## src/design/gbr_pkg.sv

```systemverilog
// ----------------------------------------------------------------------------
// gbr_pkg
// Shared types, constants and the weight table for the band resampler.
// ----------------------------------------------------------------------------
package gbr_pkg;

   localparam int MAX_BANDS          = 256;
   localparam int WEIGHT_TABLE_DEPTH = 256;

   localparam int IDX_W   = $clog2(MAX_BANDS);
   localparam int CNT_W   = IDX_W + 1;
   localparam int WL_W    = 20;
   localparam int SMP_W   = 24;
   localparam int FW_W    = 16;
   localparam int TAB_W   = $clog2(WEIGHT_TABLE_DEPTH);
   localparam int WT_W    = 17;
   localparam int SHIFT_LIMIT = 17;
   localparam int QLIM    = SHIFT_LIMIT * WEIGHT_TABLE_DEPTH;
   localparam int Q_W     = $clog2(QLIM);
   localparam int DSQ_W   = 2 * WL_W;
   localparam int WNUM_W  = DSQ_W + 2 + TAB_W;
   localparam int FSQ_W   = 2 * FW_W;
   localparam int NUM_W   = SMP_W + WT_W + CNT_W;
   localparam int DEN_W   = WT_W + IDX_W;
   localparam int STEP_W  = $clog2(NUM_W + 1);
   localparam int SPAN_KW = 17;
   localparam int SPAN_W  = FW_W + SPAN_KW;
   localparam int RNG_W   = WL_W + 16;

   localparam logic [SPAN_KW-1:0] SPAN_K = SPAN_KW'(83493);
   localparam logic [63:0] LN2_Q30 = 64'd744261118;
   localparam logic [63:0] ONE_Q30 = 64'd1073741824;

   localparam logic [SMP_W-1:0] RES_MAX_POS = {1'b0, {(SMP_W-1){1'b1}}};
   localparam logic [SMP_W-1:0] RES_MAX_NEG = {1'b1, {(SMP_W-1){1'b0}}};

   typedef struct packed {
      logic                    operation;
      logic                    first_band;
      logic [WL_W-1:0]         band_wavelength;
      logic signed [SMP_W-1:0] sample_value;
      logic [WL_W-1:0]         center_wavelength;
      logic [FW_W-1:0]         fwhm_width;
   } gbr_req_type;

   typedef struct packed {
      logic signed [SMP_W-1:0] result_value;
      logic                    in_range;
   } gbr_rsp_type;

   // front to back command
   typedef struct packed {
      logic                    is_query;
      logic                    wr_en;
      logic [IDX_W-1:0]        wr_idx;
      logic [WL_W-1:0]         wl;
      logic signed [SMP_W-1:0] sample;
      logic [WL_W-1:0]         center;
      logic [FW_W-1:0]         fwhm;
      logic [CNT_W-1:0]        count;
      logic                    pass;
   } gbr_cmd_type;

   typedef logic [WT_W-1:0] gbr_wtab_type [WEIGHT_TABLE_DEPTH];

   function automatic logic [63:0] series_mul(input logic [63:0] term, input logic [63:0] y);
      return (term * y) >> 30;
   endfunction

   // 2^(-r/DEPTH) in Q16 via truncated exp series
   function automatic logic [WT_W-1:0] wt_entry(input int unsigned r);
      logic [63:0] y;
      logic [63:0] term;
      logic [63:0] pos;
      logic [63:0] neg;
      y    = (64'(r) * LN2_Q30) / WEIGHT_TABLE_DEPTH;
      pos  = ONE_Q30;
      neg  = 64'd0;
      term = series_mul(ONE_Q30, y) / 1;  neg = neg + term;
      term = series_mul(term, y) / 2;     pos = pos + term;
      term = series_mul(term, y) / 3;     neg = neg + term;
      term = series_mul(term, y) / 4;     pos = pos + term;
      term = series_mul(term, y) / 5;     neg = neg + term;
      term = series_mul(term, y) / 6;     pos = pos + term;
      term = series_mul(term, y) / 7;     neg = neg + term;
      term = series_mul(term, y) / 8;     pos = pos + term;
      term = series_mul(term, y) / 9;     neg = neg + term;
      term = series_mul(term, y) / 10;    pos = pos + term;
      term = series_mul(term, y) / 11;    neg = neg + term;
      term = series_mul(term, y) / 12;    pos = pos + term;
      term = series_mul(term, y) / 13;    neg = neg + term;
      return WT_W'(((pos - neg) + 64'd8192) >> 14);
   endfunction

   function automatic gbr_wtab_type build_wtab();
      gbr_wtab_type t;
      for (int unsigned r = 0; r < WEIGHT_TABLE_DEPTH; r++) begin
         t[r] = wt_entry(r);
      end
      return t;
   endfunction

   localparam gbr_wtab_type WTAB = build_wtab();

endpackage

```

## src/design/gbr_queue.sv

```systemverilog
// ----------------------------------------------------------------------------
// gbr_queue
// Four-entry command queue between front and back.
// ----------------------------------------------------------------------------
module gbr_queue
   import gbr_pkg::*;
(
   input  logic        clock,
   input  logic        reset,
   input  logic        push,
   input  gbr_cmd_type push_cmd,
   output logic        full,
   input  logic        pop,
   output logic        empty,
   output gbr_cmd_type head_cmd
);

   localparam int DEPTH = 4;
   localparam int PTR_W = $clog2(DEPTH);

   gbr_cmd_type        slot_ff [DEPTH];
   logic [PTR_W-1:0]   wr_ptr_ff, wr_ptr_in;
   logic [PTR_W-1:0]   rd_ptr_ff, rd_ptr_in;
   logic [PTR_W:0]     fill_ff, fill_in;

   assign full     = fill_ff == (PTR_W+1)'(DEPTH);
   assign empty    = fill_ff == '0;
   assign head_cmd = slot_ff[rd_ptr_ff];

   always_comb begin
      wr_ptr_in = push ? wr_ptr_ff + PTR_W'(1) : wr_ptr_ff;
      rd_ptr_in = pop  ? rd_ptr_ff + PTR_W'(1) : rd_ptr_ff;
      fill_in   = fill_ff + (PTR_W+1)'(push) - (PTR_W+1)'(pop);
   end

   always_ff @(posedge clock) begin
      if (push) begin
         slot_ff[wr_ptr_ff] <= push_cmd;
      end
   end

   always_ff @(posedge clock) begin
      if (reset) begin
         wr_ptr_ff <= '0;
         rd_ptr_ff <= '0;
         fill_ff   <= '0;
      end else begin
         wr_ptr_ff <= wr_ptr_in;
         rd_ptr_ff <= rd_ptr_in;
         fill_ff   <= fill_in;
      end
   end

endmodule

```

## config.mk

```make
export PLATFORM = sky130hd
export DESIGN_NAME = gbr_queue
export DESIGN_NICKNAME = d
export VERILOG_FILES = /design/src/design/gbr_pkg.sv /design/src/design/gbr_queue.sv
export SDC_FILE = /design/constraint.sdc
export NUM_CORES = 1
export LEC_CHECK = 0
export BUFFER_PORTS_ARGS = -buffer_cell sky130_fd_sc_hd__buf_2
export CAP_MARGIN = 0
export CORE_MARGIN = 2
export CORE_UTILIZATION = 37
export DETAILED_ROUTE_END_ITERATION = 10
export REMOVE_ABC_BUFFERS = 1
export SETUP_SLACK_MARGIN = 0.5
export SLEW_MARGIN = 20
export SYNTH_ARGS = -nofsm -noshare
export SYNTH_HDL_FRONTEND = slang
export SYNTH_SLANG_ARGS = --single-unit
```

## constraint.sdc

```tcl
create_clock -name clock -period 3.2 [get_ports clock]
set_input_delay 0.32 -clock clock [delete_from_list [all_inputs] [get_ports clock]]
set_output_delay 0.32 -clock clock [all_outputs]
set_load 0.01 [all_outputs]
```

==> metrics.txt, run 1 <==
layout cells sized above 1=40.8%; Resized cells post-CTS=0; GPL Wtd Cong=0.697; CTS Buf Count=43; H-Tree Depth=2; filler instances=3332; Clock Skew=18.5 ps; total power=12200 µW; Avg Inst Size Synth=26.5 µm²; compound-gate portion of the synthesized area=0.100%; port bufs=205; fin. max-slew vios=0; die height=205 µm; commonest non-fill, non-tap cell in the layout=edfxtp_1; die width=205 µm; Post-Synthesis Cell Area=15000 µm²; Psw=2580 µW; Simple-Gate Fraction of Synth Area=less than 1%; most frequent cells in the layout=400 x edfxtp_1, 205 x buf_2, 100 x mux4_2, 100 x dlygate4sd3_1, 45 x clkbuf_16; HP Class=input port to flip-flop; status=finished, final reports clean; Routed WL=28600 µm; Vias per Instance=4.79; mux contribution to synthesized area=15.1%; Worst EP arrival=2140 ps; Detailed Routing Iterations Pass 1=4; register area share after synthesis=between 80% and 90%; Synth Area in Adders=0.635%; clk sink count=409; Clk pin slew, worst setup/hold paths=50 ps; largest family of logic cells by synthesized area=multiplexers; Static Leak=0.00641 µW; RSZ-0062 raised after global routing=no; CP Launch Type=flip-flop; slowest CP cell=mux4_2; Placement Rows=73; Iter 0 DRT Violations=420; Post-route DRC=0; crit path cell chain=buf_12 -> mux4_2 -> buf_2; xor/xnor share of the synthesized area=less than 1%; final std cell area, no fill=about 19000 µm²; critical path peak fanout=58; dpl cells=1285; sequential share of power=between 50% and 60%; Post-Layout Cell Count=about 1500; Internal=9600 µW; Sw Ratio=21.2%; Min Clock Period, post-route=around 2500 ps; post-synth cell types=21; CP Class=flip-flop to output pin; postcts setup bufs=0; YS warnings=0; Max VDD drop=0.535 mV; Worst Hold Margin=approximately 53 ps; CTS tree=yes; Core Area=between 30000 and 40000 µm²; slowest stage delay, CP=approximately 590 ps; Synth Instances=564; Power Dens Cells=641 nW/µm²; clock latency on the worst-skew pair=550 ps; number of global-route vias before repair=7682; pin count of the biggest net entering global routing=slightly below 60; # setup viols final=0; initial core utilization=37.6%; Layout area overhead=26.8%; vias=~7000; antenna violations before repair=2; DP HPWL=16600 µm; gr ovfl total=0; Logic pwr share=10.0%; Final period util=about three quarters; worst slew pin tran=638 ps; WP data required=2880 ps; Placement Cell Area=16600 µm²; die area=42100 µm²; Synth Register Bits=409; io pins=206; Total Routing Usage GR=about 14%; final hold vios=0; max_slew headroom=57.4%; Avg WL per Cell=19.6 µm; Max Freq=406 MHz; final core occ=a little under half; crit path capture type=output pin; Post-DRT Antenna Nets=0; MaxCap Viol Count=0; first-pass GRT wire length=approximately 44000 µm; Clk pwr share=38.9%; clk buf depth=3; Nets=1016; clock root buffer=clkbuf_16
-- layer usage --
metal	part of all wire [%]	GRT usage (%)	wire, µm	vias to the layer above
li1	-	-	-	3118
met1	42	17.6	12000	3620
met2	49	23.1	14100	200
met3	6.0	3.37	1710	51
met4	2.6	5.24	731	2
met5	0.024	0	7	-
-- layout make-up --
cell class	count	area, µm²	area share, %
Sequential cell	409	12200	64.3
Inverter	6	22.5	0.119
Multi-Input combinational cell	127	2500	13.2
Antenna cell	1	2.50	0.0132
Timing Repair Buffer	318	2260	11.9
Clock buffer	60	1190	6.28
Tap cell	525	657	3.46
Clock inverter	13	151	0.797
-- cell usage after synthesis, drive strengths merged --
cell type / instances / area share, %
nor3: 1 / 0.033
a21bo: 1 / 0.067
ha: 6 / 0.50
xor3: 1 / 0.16
xnor2: 2 / 0.12
edfxtp: 400 / 80
and3: 1 / 0.042
mux2i: 1 / 0.067
dfxtp: 9 / 1.2
nand3b: 1 / 0.050
fa: 1 / 0.13
nor2: 5 / 0.13
buf: 22 / 1.8
a21oi: 1 / 0.033
nor2b: 2 / 0.084
and2: 4 / 0.17
mux4: 100 / 15
inv: 6 / 0.15
-- final timing paths --
path	depth (start not counted)	slack [ps]	from	to
worst max-delay path	3	740	flip-flop	head_cmd[26]
worst min-delay path	2	50	reset	flip-flop
worst max register to register	4	1360	wr_ptr_ff[0]$_SDFFE_PP0P_	slot_ff[0][16]$_DFFE_PP_
worst min register to register	2	550	wr_ptr_ff[1]$_SDFFE_PP0P_	wr_ptr_ff[1]$_SDFFE_PP0P_
-- state kept, by name, summed over array words and instances, names as in the netlist, named ones only --
name,flops
wr_ptr_ff,2
fill_ff,3
slot_ff,400
rd_ptr_ff,2
-- timing repair --
item,in CTS,in global routing
hold buffers,100,0
setup endpoints to repair,0,0
hold endpoints to repair,400,0
-- power by group through the flow --
stage	clock network, µW	registers [µW]	logic (µW)
4_1_cts	4890	6230	1260
2_1_floorplan	0	6410	610
3_3_place_gp	0	6330	1140
3_5_place_dp	0	6350	1150
5_1_grt	5080	6250	1320
6_report	4730	6230	1210
-- kinds of logic after synthesis --
logic type,count (synthesis)
fa+ha+maj,7
compound gates,2
xor+xnor,3
mux,101
simple gates,14
flops,409
buf+inv,28
-- worst max-delay path, delay by kind of cell, from the launching register on --
family | cells | cell delay, ps
buf+inv | 2 | 550
mux | 1 | 590
flops | 1 | 370
-- metrics by stage --
step / TNS [ps] / setup slack [ps]
2_1_floorplan: -243040 / -1980
3_3_place_gp: 0 / 1270
3_5_place_dp: 0 / 1260
4_1_cts: 0 / 659
5_1_grt: 0 / 605
6_report: 0 / 737
(Power assumes the default switching activity.)
==> run 2, diff against run 1 <==
clock period = 2.57 ns   (was 3.2 ns; I/O delays follow)
==> run 2 against run 1 <==
Non-clock buffer count increased by 20. Sequential share of layout area decreased by 1.8 points. Clock power increased by 22%. Combinational power increased by 48%. Clock skew decreased by 4.0 ps. Final cell count increased by 1.5%. Critical path depth increased by 1. Worst setup slack got worse by 410 ps. Utilization increased by 1.3 points. Highest routed layer is now met4.
==> metrics.txt, run 2 (synthesis gave the netlist of run 1 again) <==
Clock Skew=14.5 ps (-3.98 ps); Avg WL per Cell=21.0 µm (+7.2%); Placement Rows=73 (unchanged); clock root buffer=clkbuf_16; critical path peak fanout=9 (-84%); die height=205 µm (unchanged); setup_tns=0 ps (unchanged); initial core utilization=37.6% (unchanged); Static Leak=0.00665 µW (+3.7%); Iter 0 DRT Violations=279 (-34%); clk buf depth=3 (unchanged); port bufs=205 (unchanged); GPL Wtd Cong=0.677 (-3.0%); top flop regs=slot_ff (400), fill_ff (3); CP Launch Type=flip-flop; gr ovfl total=0 (unchanged); Post-route DRC=0 (unchanged); Internal=12000 µW (+25%); fin. max-slew vios=0 (unchanged); Power Dens Cells=784 nW/µm² (+22%); status=finished, final reports clean; Layout area overhead=30.4%; sequential share of power=50.6% (-0.6 points); Min Clock Period, post-route=2240 ps; max_slew headroom=64.3% (+6.9 points); clock latency on the worst-skew pair=550 ps (about the same); Final period util=87.3%; crit path capture type=output pin; most frequent cells in the layout=400 x edfxtp_1, 181 x buf_2, 101 x dlygate4sd3_1; MaxCap Viol Count=0 (unchanged); commonest non-fill, non-tap cell in the layout=edfxtp_1; CP Class=flip-flop to output pin; Psw=3310 µW (+28%); first-pass GRT wire length=45900 µm (+4.9%); CTS tree=yes; Worst EP arrival=1990 ps (-150 ps); io pins=206 (unchanged); Clk pin slew, worst setup/hold paths=50 ps (about the same); Reg with most FFs=slot_ff; DP HPWL=17000 µm (+2.5%); vias=7114 (+1.8%); Clk pwr share=37.7% (-1.2 points); Max VDD drop=0.563 mV (+5.3%); WP data required=2310 ps (-570 ps); final hold vios=0 (unchanged); die width=205 µm (unchanged); Routed WL=31100 µm (+8.8%); Total Routing Usage GR=14.8% (+0.90 points); CTS Buf Count=43 (unchanged); Post-DRT Antenna Nets=0 (unchanged); antenna violations before repair=2 (unchanged); RSZ-0062 raised after global routing=yes; pin count of the biggest net entering global routing=68 (+15%); die area=42100 µm² (unchanged); Vias per Instance=4.80 (+0.25%); # setup viols final=0 (unchanged); HP Class=input port to flip-flop; Largest register FFs=400 (unchanged); Max Freq=446 MHz; Nets=1036 (+2.0%); final core occ=49.0% (+1.3 points); H-Tree Depth=2 (unchanged); Detailed Routing Iterations Pass 1=4 (unchanged); clk sink count=409 (unchanged); worst slew pin tran=535 ps (-103 ps); number of global-route vias before repair=7830 (+1.9%); Logic pwr share=11.7% (+1.7 points); Sw Ratio=21.6% (+0.44 points); layout cells sized above 1=41.7% (+0.88 points); Core Area=39800 µm² (unchanged)
-- run 2: changes by cell type in the layout (fill, tap and decap cells not counted), moves of 2 or more --
| cell | change |
|---|---|
| buf_16 | +9 |
| buf_2 | -24 |
| buf_4 | +3 |
| buf_6 | +26 |
| clkbuf_1 | -2 |
| clkbuf_16 | +4 |
| clkinv_1 | +5 |
| clkinv_2 | +2 |
| clkinvlp_4 | -2 |
| inv_6 | +2 |
-- run 2: timing repair --
| action | in CTS | in global routing |
|---|---|---|
| gates resized for setup | 14 | 29 |
| setup buffers | 4 | 0 |
| hold buffers | 101 | 0 |
| hold endpoints to repair | 409 | 0 |
| gates cloned | 6 | 4 |
| setup endpoints to repair | 100 | 100 |
-- run 2: critical path, cell delays in order, from the launching register on --
cell and delay (ps):
dfxtp_4 410, buf_12 180, buf_16 170, mux4_2 520, buf_2 160
-- run 2: power groups by stage --
stage	sequential, µW	clock, µW	combinational (µW)
floorplan	7980	0	760
global placement	7870	0	1460
detailed placement	7890	0	1470
CTS	7750	5940	1730
finish	7750	5770	1790
global route	7770	6210	1940
-- run 2: cell type report --
type / count / area [µm²]
Fill cell: 3277 / 20300
Timing Repair Buffer: 338 / 2840
Clock buffer: 57 / 1170
Clock inverter: 17 / 133
Multi-Input combinational cell: 127 / 2500
Inverter: 6 / 22.5
Sequential cell: 409 / 12200
Antenna cell: 2 / 5.00
Tap cell: 525 / 657
-- run 2: final timing paths --
kind	from	endpoint	slack [ps]	depth (start not counted)
worst min register to register	rd_ptr_ff[1]$_SDFFE_PP0P_	flip-flop	530	2
worst max-delay path	flip-flop	head_cmd[63]	330	4
worst max register to register	wr_ptr_ff[0]$_SDFFE_PP0P_	slot_ff[2][24]$_DFFE_PP_	850	4
worst min-delay path	pop	flip-flop	50	3
-- run 2: routing by layer --
| metal | global-route usage, % | up-vias | share of wire (%) |
|---|---|---|---|
| met5 | 0 | - | 0 |
| met4 | 5.65 | 0 | 2.3 |
| met3 | 3.44 | 48 | 5.6 |
| met2 | 24.1 | 203 | 49 |
| met1 | 19.3 | 3704 | 43 |
| li1 | - | 3159 | - |
-- run 2: metrics by stage --
stage,hold WS [ps],std cells,power [µW],worst slack (ps),instance area (µm²)
after CTS,8.96,1475,15400,268,19300
after global routing,54.3,1480,15900,249,19500
after floorplan,329,542,8740,-2540,14700
after global placement,470,1290,9330,839,16700
final,46.3,1481,15300,326,19500
after detailed placement,472,1290,9360,800,16700
==> run 3, diff against run 2 <==
SETUP_SLACK_MARGIN = 0.4   (was 0.5)
==> run 3 against run 2 <==
Combinational power about the same. Highest routed layer unchanged. Sequential power barely moved. Register-to-register slack about the same. Die area is the same. Clock power hardly changed. Maximum frequency unchanged. Global-route usage unchanged. First-iteration DRC count unchanged. Worst hold slack unchanged. Non-clock buffer count stayed put. Worst setup slack stayed put. Critical path depth stayed put.
==> metrics.txt, run 3 (synthesis gave the netlist of run 1 again) <==
die height=205 µm (unchanged); antenna violations before repair=2 (unchanged); MaxCap Viol Count=0 (unchanged); top flop regs=slot_ff (400), fill_ff (3); H-Tree Depth=2 (unchanged); GPL Wtd Cong=0.677 (unchanged); filler instances=3277 (unchanged); Internal=12000 µW (unchanged); Avg WL per Cell=21.0 µm (unchanged); Logic pwr share=11.7% (about the same); clock root buffer=clkbuf_16; Clk pwr share=37.7% (about the same); Crit path max-delay family=multiplexers; total power=15300 µW (unchanged); RSZ-0062 raised after global routing=yes; CP Class=flip-flop to output pin; Total Routing Usage GR=14.8% (unchanged); Core Area=39800 µm² (unchanged); CP Launch Type=flip-flop; Vias per Instance=4.80 (unchanged); Final period util=87.3% (unchanged); max_slew headroom=64.3% (unchanged); die area=42100 µm² (unchanged); met3 wire len=1740 µm (unchanged); Layout area overhead=30.4% (unchanged); final core occ=49.0% (unchanged); critical path peak fanout=9 (unchanged); final hold vios=0 (unchanged); Placement Rows=73 (unchanged); Static Leak=0.00665 µW (unchanged); DP HPWL=17000 µm (unchanged); DR top layer=met4; WP data required=2310 ps (about the same); layout cells sized above 1=41.7% (unchanged); clk buf depth=3 (unchanged); length of routed wiring on met1=13500 µm (unchanged); Clock Skew=14.5 ps (unchanged); Power Dens Cells=784 nW/µm² (unchanged); number of global-route vias before repair=7830 (unchanged); slowest CP cell=mux4_2; CTS tree=yes; gr ovfl total=0 (unchanged); sequential share of power=50.6% (about the same); Iter 0 DRT Violations=279 (unchanged); Max VDD drop=0.563 mV (unchanged); Nets=1036 (unchanged); Psw=3310 µW (unchanged); Clk pin slew, worst setup/hold paths=50 ps (about the same); Detailed Routing Iterations Pass 1=4 (unchanged); fin. max-slew vios=0 (unchanged); Reg with most FFs=slot_ff; WL met2=15200 µm (unchanged); Post-route DRC=0 (unchanged); crit path capture type=output pin; initial core utilization=37.6% (unchanged); Routed WL=31100 µm (unchanged); Sw Ratio=21.6% (unchanged); slowest stage delay, CP=520 ps (about the same); Largest register FFs=400 (unchanged); commonest non-fill, non-tap cell in the layout=edfxtp_1; io pins=206 (unchanged); HP Class=input port to flip-flop; worst slew pin tran=535 ps (unchanged); Max Freq=446 MHz (unchanged); clock latency on the worst-skew pair=550 ps (about the same); Post-DRT Antenna Nets=0 (unchanged); Worst EP arrival=1990 ps (about the same); vias=7114 (unchanged); clk sink count=409 (unchanged); most frequent cells in the layout=400 x edfxtp_1, 181 x buf_2, 101 x dlygate4sd3_1; die width=205 µm (unchanged); Min Clock Period, post-route=2240 ps (unchanged); # setup viols final=0 (unchanged); status=finished, final reports clean; port bufs=205 (unchanged); first-pass GRT wire length=45900 µm (unchanged); CTS Buf Count=43 (unchanged); pin count of the biggest net entering global routing=68 (unchanged); crit path cell chain=buf_12 -> buf_16 -> mux4_2 -> buf_2; Buf+Inv Stages, Crit Path=3 (unchanged)
-- run 3: cell counts in the layout (fill, tap and decap cells not counted) --
Identical to the previous run, type by type.
-- run 3: what timing repair did --
action / CTS / global route
gates resized for setup: 14 / 29
setup buffers: 4 / 0
endpoints found under the hold margin: 409 / 0
endpoints found under the setup margin: 100 / 100
hold buffers: 101 / 0
cloned: 6 / 4
-- run 3: power by group through the flow --
stage / Sequential, µW / Clock (µW) / Combinational, µW
global route: 7770 / 6210 / 1940
finish: 7750 / 5770 / 1790
CTS: 7750 / 5940 / 1730
global placement: 7870 / 0 / 1460
floorplan: 7980 / 0 / 760
detailed placement: 7890 / 0 / 1470
-- run 3: area by class of cell --
type | count | area, µm² | share of cell area, %
antenna | 2 | 5.00 | 0.0256
clock buffer | 57 | 1170 | 6.00
clock inverter | 17 | 133 | 0.679
inverter | 6 | 22.5 | 0.115
multi-input combinational | 127 | 2500 | 12.8
sequential | 409 | 12200 | 62.5
tap | 525 | 657 | 3.36
timing repair buffer | 338 | 2840 | 14.5
-- run 3: path summary, 6_finish.rpt --
kind	from	end	slack, ps	cells after the start
worst max-delay path	flip-flop	head_cmd[63]	330	4
worst min register to register	rd_ptr_ff[1]$_SDFFE_PP0P_	flip-flop	530	2
worst min-delay path	pop	flip-flop	50	3
worst max register to register	wr_ptr_ff[0]$_SDFFE_PP0P_	slot_ff[2][24]$_DFFE_PP_	850	4
-- run 3: tightest hold or removal path, delay by kind of cell --
kind | cells | cell delay [ps]
AO/OA/AOI/OAI | 1 | 70
buffers and inverters | 1 | 140
AND/OR/NAND/NOR | 1 | 80
-- run 3: metal layers --
metal	up-vias	track usage, %
met5	-	0
li1	3159	-
met3	48	3.44
met4	0	5.65
met1	3704	19.3
met2	203	24.1
-- run 3: metrics by stage --
stage / cell area (µm²) / TNS, ps / setup slack, ps / cells / hold WS (ps)
floorplan: 14700 / -551740 / -2540 / 542 / 329
global placement: 16700 / 0 / 839 / 1290 / 470
detailed placement: 16700 / 0 / 800 / 1290 / 472
CTS: 19300 / 0 / 268 / 1475 / 8.96
global route: 19500 / 0 / 249 / 1480 / 54.3
finish: 19500 / 0 / 326 / 1481 / 46.3
