**src/design/gbr_pkg.sv**
```systemverilog
// ----------------------------------------------------------------------------
// gbr_pkg
// Shared types, constants and the weight table for the band resampler.
// ----------------------------------------------------------------------------
package gbr_pkg;

   localparam int MAX_BANDS          = 256;
   localparam int WEIGHT_TABLE_DEPTH = 256;

   localparam int IDX_W   = $clog2(MAX_BANDS);
   localparam int CNT_W   = IDX_W + 1;
   localparam int WL_W    = 20;
   localparam int SMP_W   = 24;
   localparam int FW_W    = 16;
   localparam int TAB_W   = $clog2(WEIGHT_TABLE_DEPTH);
   localparam int WT_W    = 17;
   localparam int SHIFT_LIMIT = 17;
   localparam int QLIM    = SHIFT_LIMIT * WEIGHT_TABLE_DEPTH;
   localparam int Q_W     = $clog2(QLIM);
   localparam int DSQ_W   = 2 * WL_W;
   localparam int WNUM_W  = DSQ_W + 2 + TAB_W;
   localparam int FSQ_W   = 2 * FW_W;
   localparam int NUM_W   = SMP_W + WT_W + CNT_W;
   localparam int DEN_W   = WT_W + IDX_W;
   localparam int STEP_W  = $clog2(NUM_W + 1);
   localparam int SPAN_KW = 17;
   localparam int SPAN_W  = FW_W + SPAN_KW;
   localparam int RNG_W   = WL_W + 16;

   localparam logic [SPAN_KW-1:0] SPAN_K = SPAN_KW'(83493);
   localparam logic [63:0] LN2_Q30 = 64'd744261118;
   localparam logic [63:0] ONE_Q30 = 64'd1073741824;

   localparam logic [SMP_W-1:0] RES_MAX_POS = {1'b0, {(SMP_W-1){1'b1}}};
   localparam logic [SMP_W-1:0] RES_MAX_NEG = {1'b1, {(SMP_W-1){1'b0}}};

   typedef struct packed {
      logic                    operation;
      logic                    first_band;
      logic [WL_W-1:0]         band_wavelength;
      logic signed [SMP_W-1:0] sample_value;
      logic [WL_W-1:0]         center_wavelength;
      logic [FW_W-1:0]         fwhm_width;
   } gbr_req_type;

   typedef struct packed {
      logic signed [SMP_W-1:0] result_value;
      logic                    in_range;
   } gbr_rsp_type;

   // front to back command
   typedef struct packed {
      logic                    is_query;
      logic                    wr_en;
      logic [IDX_W-1:0]        wr_idx;
      logic [WL_W-1:0]         wl;
      logic signed [SMP_W-1:0] sample;
      logic [WL_W-1:0]         center;
      logic [FW_W-1:0]         fwhm;
      logic [CNT_W-1:0]        count;
      logic                    pass;
   } gbr_cmd_type;

   typedef logic [WT_W-1:0] gbr_wtab_type [WEIGHT_TABLE_DEPTH];

   function automatic logic [63:0] series_mul(input logic [63:0] term, input logic [63:0] y);
      return (term * y) >> 30;
   endfunction

   // 2^(-r/DEPTH) in Q16 via truncated exp series
   function automatic logic [WT_W-1:0] wt_entry(input int unsigned r);
      logic [63:0] y;
      logic [63:0] term;
      logic [63:0] pos;
      logic [63:0] neg;
      y    = (64'(r) * LN2_Q30) / WEIGHT_TABLE_DEPTH;
      pos  = ONE_Q30;
      neg  = 64'd0;
      term = series_mul(ONE_Q30, y) / 1;  neg = neg + term;
      term = series_mul(term, y) / 2;     pos = pos + term;
      term = series_mul(term, y) / 3;     neg = neg + term;
      term = series_mul(term, y) / 4;     pos = pos + term;
      term = series_mul(term, y) / 5;     neg = neg + term;
      term = series_mul(term, y) / 6;     pos = pos + term;
      term = series_mul(term, y) / 7;     neg = neg + term;
      term = series_mul(term, y) / 8;     pos = pos + term;
      term = series_mul(term, y) / 9;     neg = neg + term;
      term = series_mul(term, y) / 10;    pos = pos + term;
      term = series_mul(term, y) / 11;    neg = neg + term;
      term = series_mul(term, y) / 12;    pos = pos + term;
      term = series_mul(term, y) / 13;    neg = neg + term;
      return WT_W'(((pos - neg) + 64'd8192) >> 14);
   endfunction

   function automatic gbr_wtab_type build_wtab();
      gbr_wtab_type t;
      for (int unsigned r = 0; r < WEIGHT_TABLE_DEPTH; r++) begin
         t[r] = wt_entry(r);
      end
      return t;
   endfunction

   localparam gbr_wtab_type WTAB = build_wtab();

endpackage

```
**src/design/gbr_front.sv**
```systemverilog
// ----------------------------------------------------------------------------
// gbr_front
// Accepts requests, tracks band count and wavelength limits, prechecks
// query range and issues commands to the queue.
// ----------------------------------------------------------------------------
module gbr_front
   import gbr_pkg::*;
(
   input  logic        clock,
   input  logic        reset,
   input  logic        req_valid,
   output logic        req_ready,
   input  gbr_req_type req_data,
   input  logic        q_full,
   output logic        q_push,
   output gbr_cmd_type q_cmd
);

   logic [CNT_W-1:0] count_ff, count_in;
   logic [WL_W-1:0]  low_ff, low_in;
   logic [WL_W-1:0]  high_ff, high_in;

   logic [CNT_W-1:0] eff_count;
   logic [WL_W-1:0]  eff_low, eff_high;
   logic             has_room;
   logic [SPAN_W-1:0] span;
   logic [RNG_W-1:0]  lo_gap, hi_gap;
   logic              pass;

   assign req_ready = !q_full;
   assign q_push    = req_valid && !q_full;

   always_comb begin
      eff_count = req_data.first_band ? '0 : count_ff;
      eff_low   = req_data.first_band ? '1 : low_ff;
      eff_high  = req_data.first_band ? '0 : high_ff;
      has_room  = eff_count < CNT_W'(MAX_BANDS);
      count_in  = count_ff;
      low_in    = low_ff;
      high_in   = high_ff;
      if (q_push && !req_data.operation) begin
         count_in = eff_count;
         low_in   = eff_low;
         high_in  = eff_high;
         if (has_room) begin
            count_in = eff_count + CNT_W'(1);
            if (req_data.band_wavelength < eff_low)  low_in  = req_data.band_wavelength;
            if (req_data.band_wavelength > eff_high) high_in = req_data.band_wavelength;
         end
      end
   end

   always_comb begin
      span   = SPAN_W'(req_data.fwhm_width) * SPAN_W'(SPAN_K);
      lo_gap = {req_data.center_wavelength - low_ff, 16'd0};
      hi_gap = {high_ff - req_data.center_wavelength, 16'd0};
      pass   = (count_ff != '0) && (req_data.fwhm_width != '0) &&
               (req_data.center_wavelength >= low_ff) &&
               (req_data.center_wavelength <= high_ff) &&
               (lo_gap >= RNG_W'(span)) && (hi_gap >= RNG_W'(span));
   end

   always_comb begin
      q_cmd.is_query = req_data.operation;
      q_cmd.wr_en    = has_room;
      q_cmd.wr_idx   = eff_count[IDX_W-1:0];
      q_cmd.wl       = req_data.band_wavelength;
      q_cmd.sample   = req_data.sample_value;
      q_cmd.center   = req_data.center_wavelength;
      q_cmd.fwhm     = req_data.fwhm_width;
      q_cmd.count    = count_ff;
      q_cmd.pass     = pass;
   end

   always_ff @(posedge clock) begin
      if (reset) begin
         count_ff <= '0;
         low_ff   <= '1;
         high_ff  <= '0;
      end else begin
         count_ff <= count_in;
         low_ff   <= low_in;
         high_ff  <= high_in;
      end
   end

endmodule

```
**config.mk**
```make
export PLATFORM = sky130hd
export DESIGN_NAME = gbr_front
export DESIGN_NICKNAME = d
export VERILOG_FILES = /design/src/design/gbr_pkg.sv /design/src/design/gbr_front.sv
export SDC_FILE = /design/constraint.sdc
export NUM_CORES = 1
export LEC_CHECK = 0
export BUFFER_PORTS_ARGS = -buffer_cell sky130_fd_sc_hd__buf_4
export CORE_MARGIN = 2
export CORE_UTILIZATION = 59
export DETAILED_ROUTE_END_ITERATION = 8
export PLACE_DENSITY = 0.9
export SKIP_LAST_GASP = 1
export SYNTH_ARGS = -nofsm -noshare
export SYNTH_HDL_FRONTEND = slang
export SYNTH_SLANG_ARGS = --single-unit
```
**constraint.sdc**
```tcl
create_clock -name clock -period 9.9 [get_ports clock]
set_input_delay 0.99 -clock clock [delete_from_list [all_inputs] [get_ports clock]]
set_output_delay 0.99 -clock clock [all_outputs]
set_load 0.005 [all_outputs]
```
==> results of run 1 <==
==> cells in the mapped netlist, types with 7 or more instances <==
| cell | count |
|---|---|
| clkbuf_1 | 11 |
| o21bai_1 | 7 |
| ha_1 | 263 |
| nand2b_1 | 29 |
| nand4_1 | 24 |
| nor4_1 | 7 |
| xor2_1 | 20 |
| a21o_1 | 57 |
| buf_4 | 83 |
| xnor2_1 | 35 |
| o21a_1 | 8 |
| nand2_1 | 43 |
| o21ai_0 | 31 |
| nor3_1 | 15 |
| a22o_1 | 20 |
| nor2b_1 | 17 |
| a21oi_1 | 54 |
| o32a_1 | 20 |
| fa_1 | 53 |
| nand3_1 | 18 |
| nor2_1 | 79 |
| and3_1 | 7 |
| a31oi_1 | 7 |
| dfxtp_1 | 49 |
| inv_1 | 180 |
==> power by group through the flow <==
| stage | clock (µW) | sequential [µW] | combinational (µW) |
|---|---|---|---|
| after floorplan | 0 | 210 | 1440 |
| after global placement | 0 | 211 | 1800 |
| after detailed placement | 0 | 212 | 1870 |
| after CTS | 170 | 207 | 1880 |
| after global routing | 178 | 208 | 2130 |
| final | 170 | 207 | 1890 |
==> worst min path at each step <==
stage,end,slack [ns]
after floorplan,high_ff[0]$_SDFFE_PP0P_,0.45
after global placement,high_ff[0]$_SDFFE_PP0P_,0.46
after detailed placement,high_ff[0]$_SDFFE_PP0P_,0.50
after CTS,high_ff[0]$_SDFFE_PP0P_,0.51
after global routing,high_ff[0]$_SDFFE_PP0P_,0.53
final,high_ff[0]$_SDFFE_PP0P_,0.51
==> layer usage <==
layer  global-route usage  vias up
met5                    0        -
met4               0.0886        0
met3               0.0246       59
met2                0.473      364
met1                0.329     4237
li1                     -     4384
==> worst register-to-register path, stage by stage, from the launching register on <==
cell	delay (ns)
dfxtp_1	0.37
nor2_1	0.07
ha_1	0.31
a21o_1	0.18
a21o_1	0.18
a21o_1	0.18
a21o_1	0.17
a21o_1	0.18
a21oi_2	0.14
o211ai_1	0.15
or4_4	0.65
o32a_1	0.24
==> cells by family after synthesis <==
family                   count (synthesis)
AO/OA/AOI/OAI                          273
XOR/XNOR                                55
adder cells (fa/ha/maj)                316
buffers and inverters                  281
flip-flops                              49
multiplexers                             3
AND/OR/NAND/NOR                        269
==> cell type report <==
| cell class | count | area (µm²) |
|---|---|---|
| timing repair buffer | 141 | 1060 |
| clock buffer | 7 | 143 |
| fill | 1451 | 6440 |
| multi-input combinational | 916 | 8260 |
| tap | 229 | 287 |
| inverter | 180 | 676 |
| sequential | 49 | 981 |
==> flip-flops by register name, summed over array words and instances, names as in the netlist <==
name	count
count_ff	9
high_ff	20
low_ff	20
==> per-stage QoR <==
step | power, µW | area, µm²
after floorplan | 1650 | 10600
after global placement | 2010 | 11300
after detailed placement | 2080 | 11300
after CTS | 2260 | 11400
after global routing | 2520 | 11400
final | 2270 | 11400
==> metrics.txt, run 1 <==
number of max-slew violations in the final report 0; number of design-rule violations left by the first detailed-router iteration 409; cell class contributing the biggest share of worst-path delay adder cells; delay contributed by the slowest stage of the critical path around 0.57 ns; quantity of hold-fixing buffers added after cts 0; reported net switching power 1140 µW; simple-gate area share of the yosys netlist 0.129; post-placement setup slack between 1 and 1.5 ns; average cell area after synthesis about 8.5 µm²; cell count after synthesis 1246; clk sink count 49; most frequent standard cell in the layout excluding fill and tap cells ha_1; number of buffers inserted by post-CTS setup repair 0; clock root cell clkbuf_16; wire length of the first global-routing pass 42.5 mm; Post-Route M1 WL about 11 mm; Syn. warnings 0; nets in the synthesized netlist around 1600; combinational family with the most area after synthesis adder cells; Fin. Hold Viols 0; Core Box Area about 18000 µm²; pin count of the biggest net entering global routing 56; top library cells by usage in the layout, fill and taps aside ha_1 (263), inv_1 (180), buf_4 (141), nor2_1 (79), a21o_1 (57); max layer used met4; Stages on worst setup path 28; total detailed-routing wirelength between 20 and 30 mm; number of global-route vias before repair around 9100; number of flops mapped to enable cells by yosys 0; Hold Crit Depth 1; part of the total power dissipated in the clock network 0.075; data arrival at the endpoint of the critical path around 7.7 ns; fraction of the mapped netlist area in compound gates 0.190; aggregate global routing overflow 0; vias per cell just under 6; maximum vdd ir drop between 150 and 200 µV; insertion delay to the later sink of the worst-skew pair 0.29 ns; Critical Path Fanout Max 8; ratio of final minimum period to clock period 0.882; crit path launch type input pin; sequential element share of the synthesized area 0.0924; Leak Pwr between 0.006 and 0.007 µW; hold path startpoint high_ff[0]$_SDFFE_PP0P_; remaining routing DRC violations 0; run status complete, no violations; final-layout worst hold slack just over 0.5 ns; normalized max-slew margin 0.315; reported max-cap violation count 0; Top Ports about 190; diode count 0; Seq pwr share 0.091; register bit count reported by yosys slightly below 50; top cells by area, synth ha_1 (31%), fa_1 (10%), dfxtp_1 (9.2%), inv_1 (6.4%), buf_4 (5.9%); Initial DRT Pass Iterations 5; signed area change from the synthesized netlist to the final layout 7.36%; die outline width roughly 140 µm; antenna violations before repair 0; CP Buf/Inv Count 6; Port-buffer cells about 140; GPL Wtd Cong slightly above 0.9; capture point of the worst path q_cmd[0]; effective utilization at floorplan 0.595; post-synthesis cell area 10600 µm²; minimum clock period 8.73 ns; setup repair after global routing missed its margin false; FP Rows slightly below 50; number of distinct library cells after synthesis between 70 and 80; total instance count after detailed placement 1515; switching power share of the total 0.504; cts repair resizes 0; Critical Path Sink Type primary output; Longest Clk Path Bufs 2; minimum setup slack among reg-to-reg paths 6.98 ns; met3 routed WL approximately 1.4 mm; dominant synthesized flop cell dfxtp_1; post-route insts no fill 1522; worst clock skew around 0.0032 ns; H-Tree Depth 2; detail-routed net length per standard cell 16.6 µm; xor and xnor area share after synthesis 0.0454; share of cells above drive strength 1 0.133; required time of the worst setup path a little under 9 ns; number of cells on the worst reg-to-reg path 11; actual slew at the worst max-slew pin 1.01 ns; final net count between 1500 and 2000; share of the synthesized area in the top cell type 0.310; path type of the worst min-delay path flop to flop; Met2 Routed Length 12.5 mm; detailed-route via count about 9000; Logic pwr share 0.834; post-route setup slack between 1 and 1.5 ns; reg-to-reg critical path startpoint low_ff[13]$_SDFFE_PP1P_; category of the critical setup timing path input pin to primary output; y dimension of the die between 100 and 150 µm; Sum Neg Setup Slack 0 ns; top cell type by total area after synthesis ha_1; final setup vio count 0; pwr dens roughly 200 nW/µm²; adder-cell share of the synthesized area 0.410; share of the core filled with cells in the final layout 0.639; total track usage 0.262; CP Launch Point req_data[14]; total internal power roughly 1100 µW; clock transition at the register clock pins on the worst setup and hold paths after CTS 0.06 ns; HPWL after DPL approximately 22 mm; Max stage delay cell, worst path or4_1; Synth async-reset ratio 0; Critical R2R Capture low_ff[15]$_SDFFE_PP1P_; number of CTS-inserted buffers 5; TritonCTS clock tree built; share of synthesized area spent on multiplexers 0.00283; die area between 15000 and 20000 µm²; ANT nets after route 0; Highest Clock Rate 115 MHz
Note: power is estimated with default switching activity, not from simulation.
==> inputs of run 2 (changes only) <==
Settings changed: RECOVER_POWER from default to 50.
==> metrics.txt, run 2 (synthesis gave the netlist of run 1 again) <==
FP Rows 49; Hold EP high_ff[0]$_SDFFE_PP0P_; cts repair resizes 0; Filler Cell Count 1470; flip-flop and latch area 981 µm²; maximum vdd ir drop approximately 180 µV; final-layout worst hold slack approximately 0.5 ns; setup repair after global routing missed its margin false; top library cells by usage in the layout, fill and taps aside ha_1 (263), inv_1 (180), buf_4 (94), nor2_1 (79), a21o_1 (57); worst clock skew between 0.003 and 0.004 ns; Highest Clock Rate 114 MHz; effective utilization at floorplan 0.595; minimum setup slack among reg-to-reg paths 6.93 ns; Logic pwr share 0.833; quantity of hold-fixing buffers added after cts 0; Critical Path Fanout Max 8; hold path startpoint high_ff[0]$_SDFFE_PP0P_; total track usage 0.262; signed area change from the synthesized netlist to the final layout 6.55%; clock root cell clkbuf_16; Port-buffer cells 139; pin count of the biggest net entering global routing 56; cell class contributing the biggest share of worst-path delay adder cells; path type of the worst min-delay path flop to flop; Hold Crit Depth 1; clk sink count about 50; CP Buf/Inv Count 6; number of buffers inserted by post-CTS setup repair 0; Longest Clk Path Bufs 2; vias per cell approximately 5.9; run status complete, no violations; Max stage delay cell, worst path or4_1; number of CTS-inserted buffers 5; ratio of final minimum period to clock period 0.885; minimum clock period ~9 ns; reg-to-reg critical path startpoint low_ff[5]$_SDFFE_PP1P_; normalized max-slew margin 0.296; total internal power between 1000 and 1500 µW; final setup vio count 0; CP Launch Point req_data[14]; actual slew at the worst max-slew pin between 1 and 1.5 ns; post-route setup slack between 1 and 1.5 ns; clock transition at the register clock pins on the worst setup and hold paths after CTS about 0.060 ns; Top Ports about 190; TritonCTS clock tree built; switching power share of the total 0.505; Core Box Area ~18000 µm²; Initial DRT Pass Iterations 5; die area around 19000 µm²; data arrival at the endpoint of the critical path approximately 7.8 ns; reported net switching power 1140 µW; required time of the worst setup path a little under 9 ns; crit path launch type input pin; Sum Neg Setup Slack 0 ns; number of max-slew violations in the final report 0; part of the total power dissipated in the clock network 0.075; insertion delay to the later sink of the worst-skew pair between 0.2 and 0.3 ns; category of the critical setup timing path input pin to primary output; post-layout power roughly 2300 µW; y dimension of the die roughly 140 µm; H-Tree Depth 2; diode count 0; area of combinational cells with multiple inputs between 8000 and 9000 µm²; antenna violations before repair 0; final net count 1695; share of cells above drive strength 1 0.115; Seq pwr share 0.092; number of cells on the worst reg-to-reg path 10; aggregate global routing overflow 0; detail-routed net length per standard cell about 17 µm; remaining routing DRC violations 0; pwr dens between 200 and 250 nW/µm²; wire length of the first global-routing pass 42.5 mm; GPL Wtd Cong 0.928; Critical Path Sink Type primary output; detailed-route via count roughly 9000; Leak Pwr ~0.0062 µW; total detailed-routing wirelength about 25 mm; reported max-cap violation count 0; number of design-rule violations left by the first detailed-router iteration ~440; die outline width 138 µm; Fin. Hold Viols 0; leading registers by flop count high_ff x20, low_ff x20, count_ff x9; most frequent standard cell in the layout excluding fill and tap cells ha_1; Critical R2R Capture low_ff[15]$_SDFFE_PP1P_; HPWL after DPL 21.6 mm; post-placement setup slack roughly 1.3 ns; number of global-route vias before repair approximately 9100; share of the core filled with cells in the final layout 0.634; ANT nets after route 0; delay contributed by the slowest stage of the critical path between 0.5 and 0.6 ns
## run 2: power by group through the flow
stage / Sequential [µW] / Combinational (µW) / Clock [µW]
after floorplan: 210 / 1440 / 0
after global placement: 211 / 1800 / 0
final: 208 / 1890 / 170
after CTS: 207 / 1880 / 170
after detailed placement: 212 / 1870 / 0
after global routing: 208 / 2130 / 178
## run 2: worst max-delay path by stage
| stage | depth (start not counted) | endpoint | slack (ns) |
|---|---|---|---|
| 3_5_place_dp | 28 | q_cmd[0] | 1.27 |
| 6_report | 28 | q_cmd[0] | 1.14 |
| 3_3_place_gp | 28 | q_cmd[0] | 1.40 |
| 2_1_floorplan | 27 | q_cmd[0] | 1.91 |
| 5_1_grt | 28 | q_cmd[0] | 0.83 |
| 4_1_cts | 28 | q_cmd[0] | 1.24 |
## run 2: cell type report
type	instances	share of cell area
repair buffers	141	0.0859
well taps	229	0.0253
inverters	180	0.0597
flip-flops and latches	49	0.0867
clock buffers	7	0.0126
multi-input cells	916	0.730
## run 2: worst register-to-register path, stage by stage, from the launching register on
cell and delay, ns:
dfxtp_1 0.35, nor2_1 0.06, ha_1 0.31, a21o_1 0.18, a21o_1 0.17, a2111oi_0 0.43
o21ai_1 0.14, o211ai_1 0.13, o211ai_1 0.18, or4_4 0.66, o32a_1 0.24
## run 2: metal layers
metal  vias to the layer above  wire length [µm]  track usage
met5                         -                 0            0
li1                       4387                 -            -
met3                        58              1350       0.0246
met1                      4245             10800        0.329
met2                       330             12400        0.473
met4                         0               805       0.0886
## run 2: per-stage QoR
stage	instance area, µm²	std cells
after floorplan	10600	1246
after global placement	11300	1515
after detailed placement	11300	1515
after CTS	11400	1522
after global routing	11300	1522
final	11300	1522
==> inputs of run 3 (changes only) <==
Settings changed: MAX_ROUTING_LAYER from default to met4.
==> metrics.txt, run 3 (synthesis gave the netlist of run 1 again) <==
Filler Cell Count around 1500; normalized max-slew margin 0.266; hold path startpoint high_ff[0]$_SDFFE_PP0P_; cts repair resizes 0; routing usage on met1 0.336; clk sink count 49; post-placement setup slack 1.22 ns; Top Ports 188; insertion delay to the later sink of the worst-skew pair 0.30 ns; placed standard-cell area approximately 11000 µm²; Fin. Hold Viols 0; number of buffers inserted by post-CTS setup repair 0; vias per cell 5.92; most frequent standard cell in the layout excluding fill and tap cells ha_1; actual slew at the worst max-slew pin roughly 1.1 ns; part of the total power dissipated in the clock network 0.074; GR met2 Demand/Resource 0.481; worst clock skew ~0.0056 ns; aggregate global routing overflow 0; category of the critical setup timing path input pin to primary output; path type of the worst min-delay path flop to flop; Hold EP high_ff[0]$_SDFFE_PP0P_; leading registers by flop count high_ff x20, low_ff x20, count_ff x9; ANT nets after route 0; ratio of final minimum period to clock period 0.886; Seq pwr share 0.090; maximum vdd ir drop approximately 160 µV; Initial DRT Pass Iterations 6; FP Rows 49; post-route setup slack approximately 1.1 ns; Critical Path Sink Type primary output; die outline width roughly 140 µm; required time of the worst setup path between 8 and 9 ns; pwr dens about 200 nW/µm²; die area around 19000 µm²; met3 Use GR 0.0236; clock transition at the register clock pins on the worst setup and hold paths after CTS about 0.06 ns; Logic pwr share 0.836; diode count 0; Core Box Area 17800 µm²; detailed-route via count 9011; run status complete, no violations; final setup vio count 0; reg-to-reg critical path startpoint low_ff[13]$_SDFFE_PP1P_; share of cells above drive strength 1 0.117; total track usage 0.276; Port-buffer cells 139; detail-routed net length per standard cell between 15 and 20 µm; switching power share of the total 0.509; Longest Clk Path Bufs 2; quantity of hold-fixing buffers added after cts 0; final net count around 1700; grt peak-use layer met2; remaining routing DRC violations 0; Sum Neg Setup Slack 0 ns; number of global-route vias before repair ~9200; TritonCTS clock tree built; GPL Wtd Cong about 0.93; number of cells on the worst reg-to-reg path 11; minimum clock period a little under 9 ns; y dimension of the die between 100 and 150 µm; HPWL after DPL about 22 mm; pin count of the biggest net entering global routing between 50 and 60; number of max-slew violations in the final report 0; top library cells by usage in the layout, fill and taps aside ha_1 (263), inv_1 (180), buf_4 (94), nor2_1 (79), a21o_1 (57); crit path launch type input pin; H-Tree Depth 2; clock root cell clkbuf_16; reported net switching power approximately 1200 µW; Hold Crit Depth 1; Leak Pwr ~0.006 µW; Critical Path Fanout Max 8; Critical R2R Capture low_ff[4]$_SDFFE_PP1P_; minimum setup slack among reg-to-reg paths roughly 6.9 ns; final cell area excluding filler cells between 10000 and 15000 µm²; wire length of the first global-routing pass ~43 mm; Highest Clock Rate 114 MHz; total detailed-routing wirelength ~26 mm; number of design-rule violations left by the first detailed-router iteration between 600 and 700; reported max-cap violation count 0; share of the core filled with cells in the final layout 0.635; total internal power 1130 µW; number of CTS-inserted buffers 5; data arrival at the endpoint of the critical path between 7 and 8 ns; signed area change from the synthesized netlist to the final layout 6.60%; antenna violations before repair 0; effective utilization at floorplan 0.595; setup repair after global routing missed its margin false
run 3: final cells by class:
cell class | count | area, µm² | area share
multi-input combinational | 916 | 8260 | 0.729
sequential | 49 | 981 | 0.0866
timing repair buffer | 141 | 980 | 0.0865
inverter | 180 | 676 | 0.0597
tap | 229 | 287 | 0.0253
clock buffer | 7 | 133 | 0.0117
clock inverter | 1 | 7.51 | 0.000663
run 3: metal layers:
metal	wire length [µm]	share of wire	up-vias
met1	10800	0.42	4237
met4	869	0.034	0
li1	-	-	4382
met2	12700	0.50	333
met5	0	0	-
met3	1180	0.046	59
run 3: worst max path at each step:
stage / startpoint / end / slack [ns] / depth (start not counted)
after global routing: req_data[13] / q_cmd[0] / 0.83 / 28
after CTS: req_data[14] / q_cmd[0] / 1.18 / 28
after global placement: req_data[14] / q_cmd[0] / 1.37 / 28
final: req_data[14] / q_cmd[0] / 1.13 / 28
after detailed placement: req_data[14] / q_cmd[0] / 1.22 / 28
after floorplan: req_data[12] / q_cmd[0] / 1.91 / 27
run 3: worst max-delay path, cell delays in order:
cell      delay (ns)
buf_4           0.15
ha_1            0.30
inv_1           0.06
fa_1            0.49
inv_1           0.05
fa_1            0.58
inv_1           0.07
fa_1            0.50
fa_1            0.56
inv_1           0.05
ha_1            0.36
a21o_1          0.21
a21o_1          0.19
a211oi_1        0.24
o21ai_1         0.14
a221o_1         0.37
a31o_1          0.26
nand3_2         0.12
o311ai_0        0.25
ha_1            0.38
nand4_1         0.13
or4_1           0.58
o221ai_1        0.18
a21oi_1         0.06
o31a_1          0.11
nand4_1         0.09
o311a_1         0.20
buf_4           0.12
run 3: stage by stage:
step                      instances  total power, µW  hold WS, ns
after floorplan                1246             1650        0.449
after global placement         1515             2010        0.464
after detailed placement       1515             2100        0.478
after CTS                      1523             2280        0.492
after global routing           1523             2540        0.515
final                          1523             2290        0.492
run 3: power groups by stage:
stage / sequential, µW / clock [µW] / combinational, µW
after detailed placement: 212 / 0 / 1890
after CTS: 207 / 169 / 1910
final: 207 / 170 / 1920
after floorplan: 210 / 0 / 1440
after global routing: 208 / 178 / 2160
after global placement: 211 / 0 / 1800
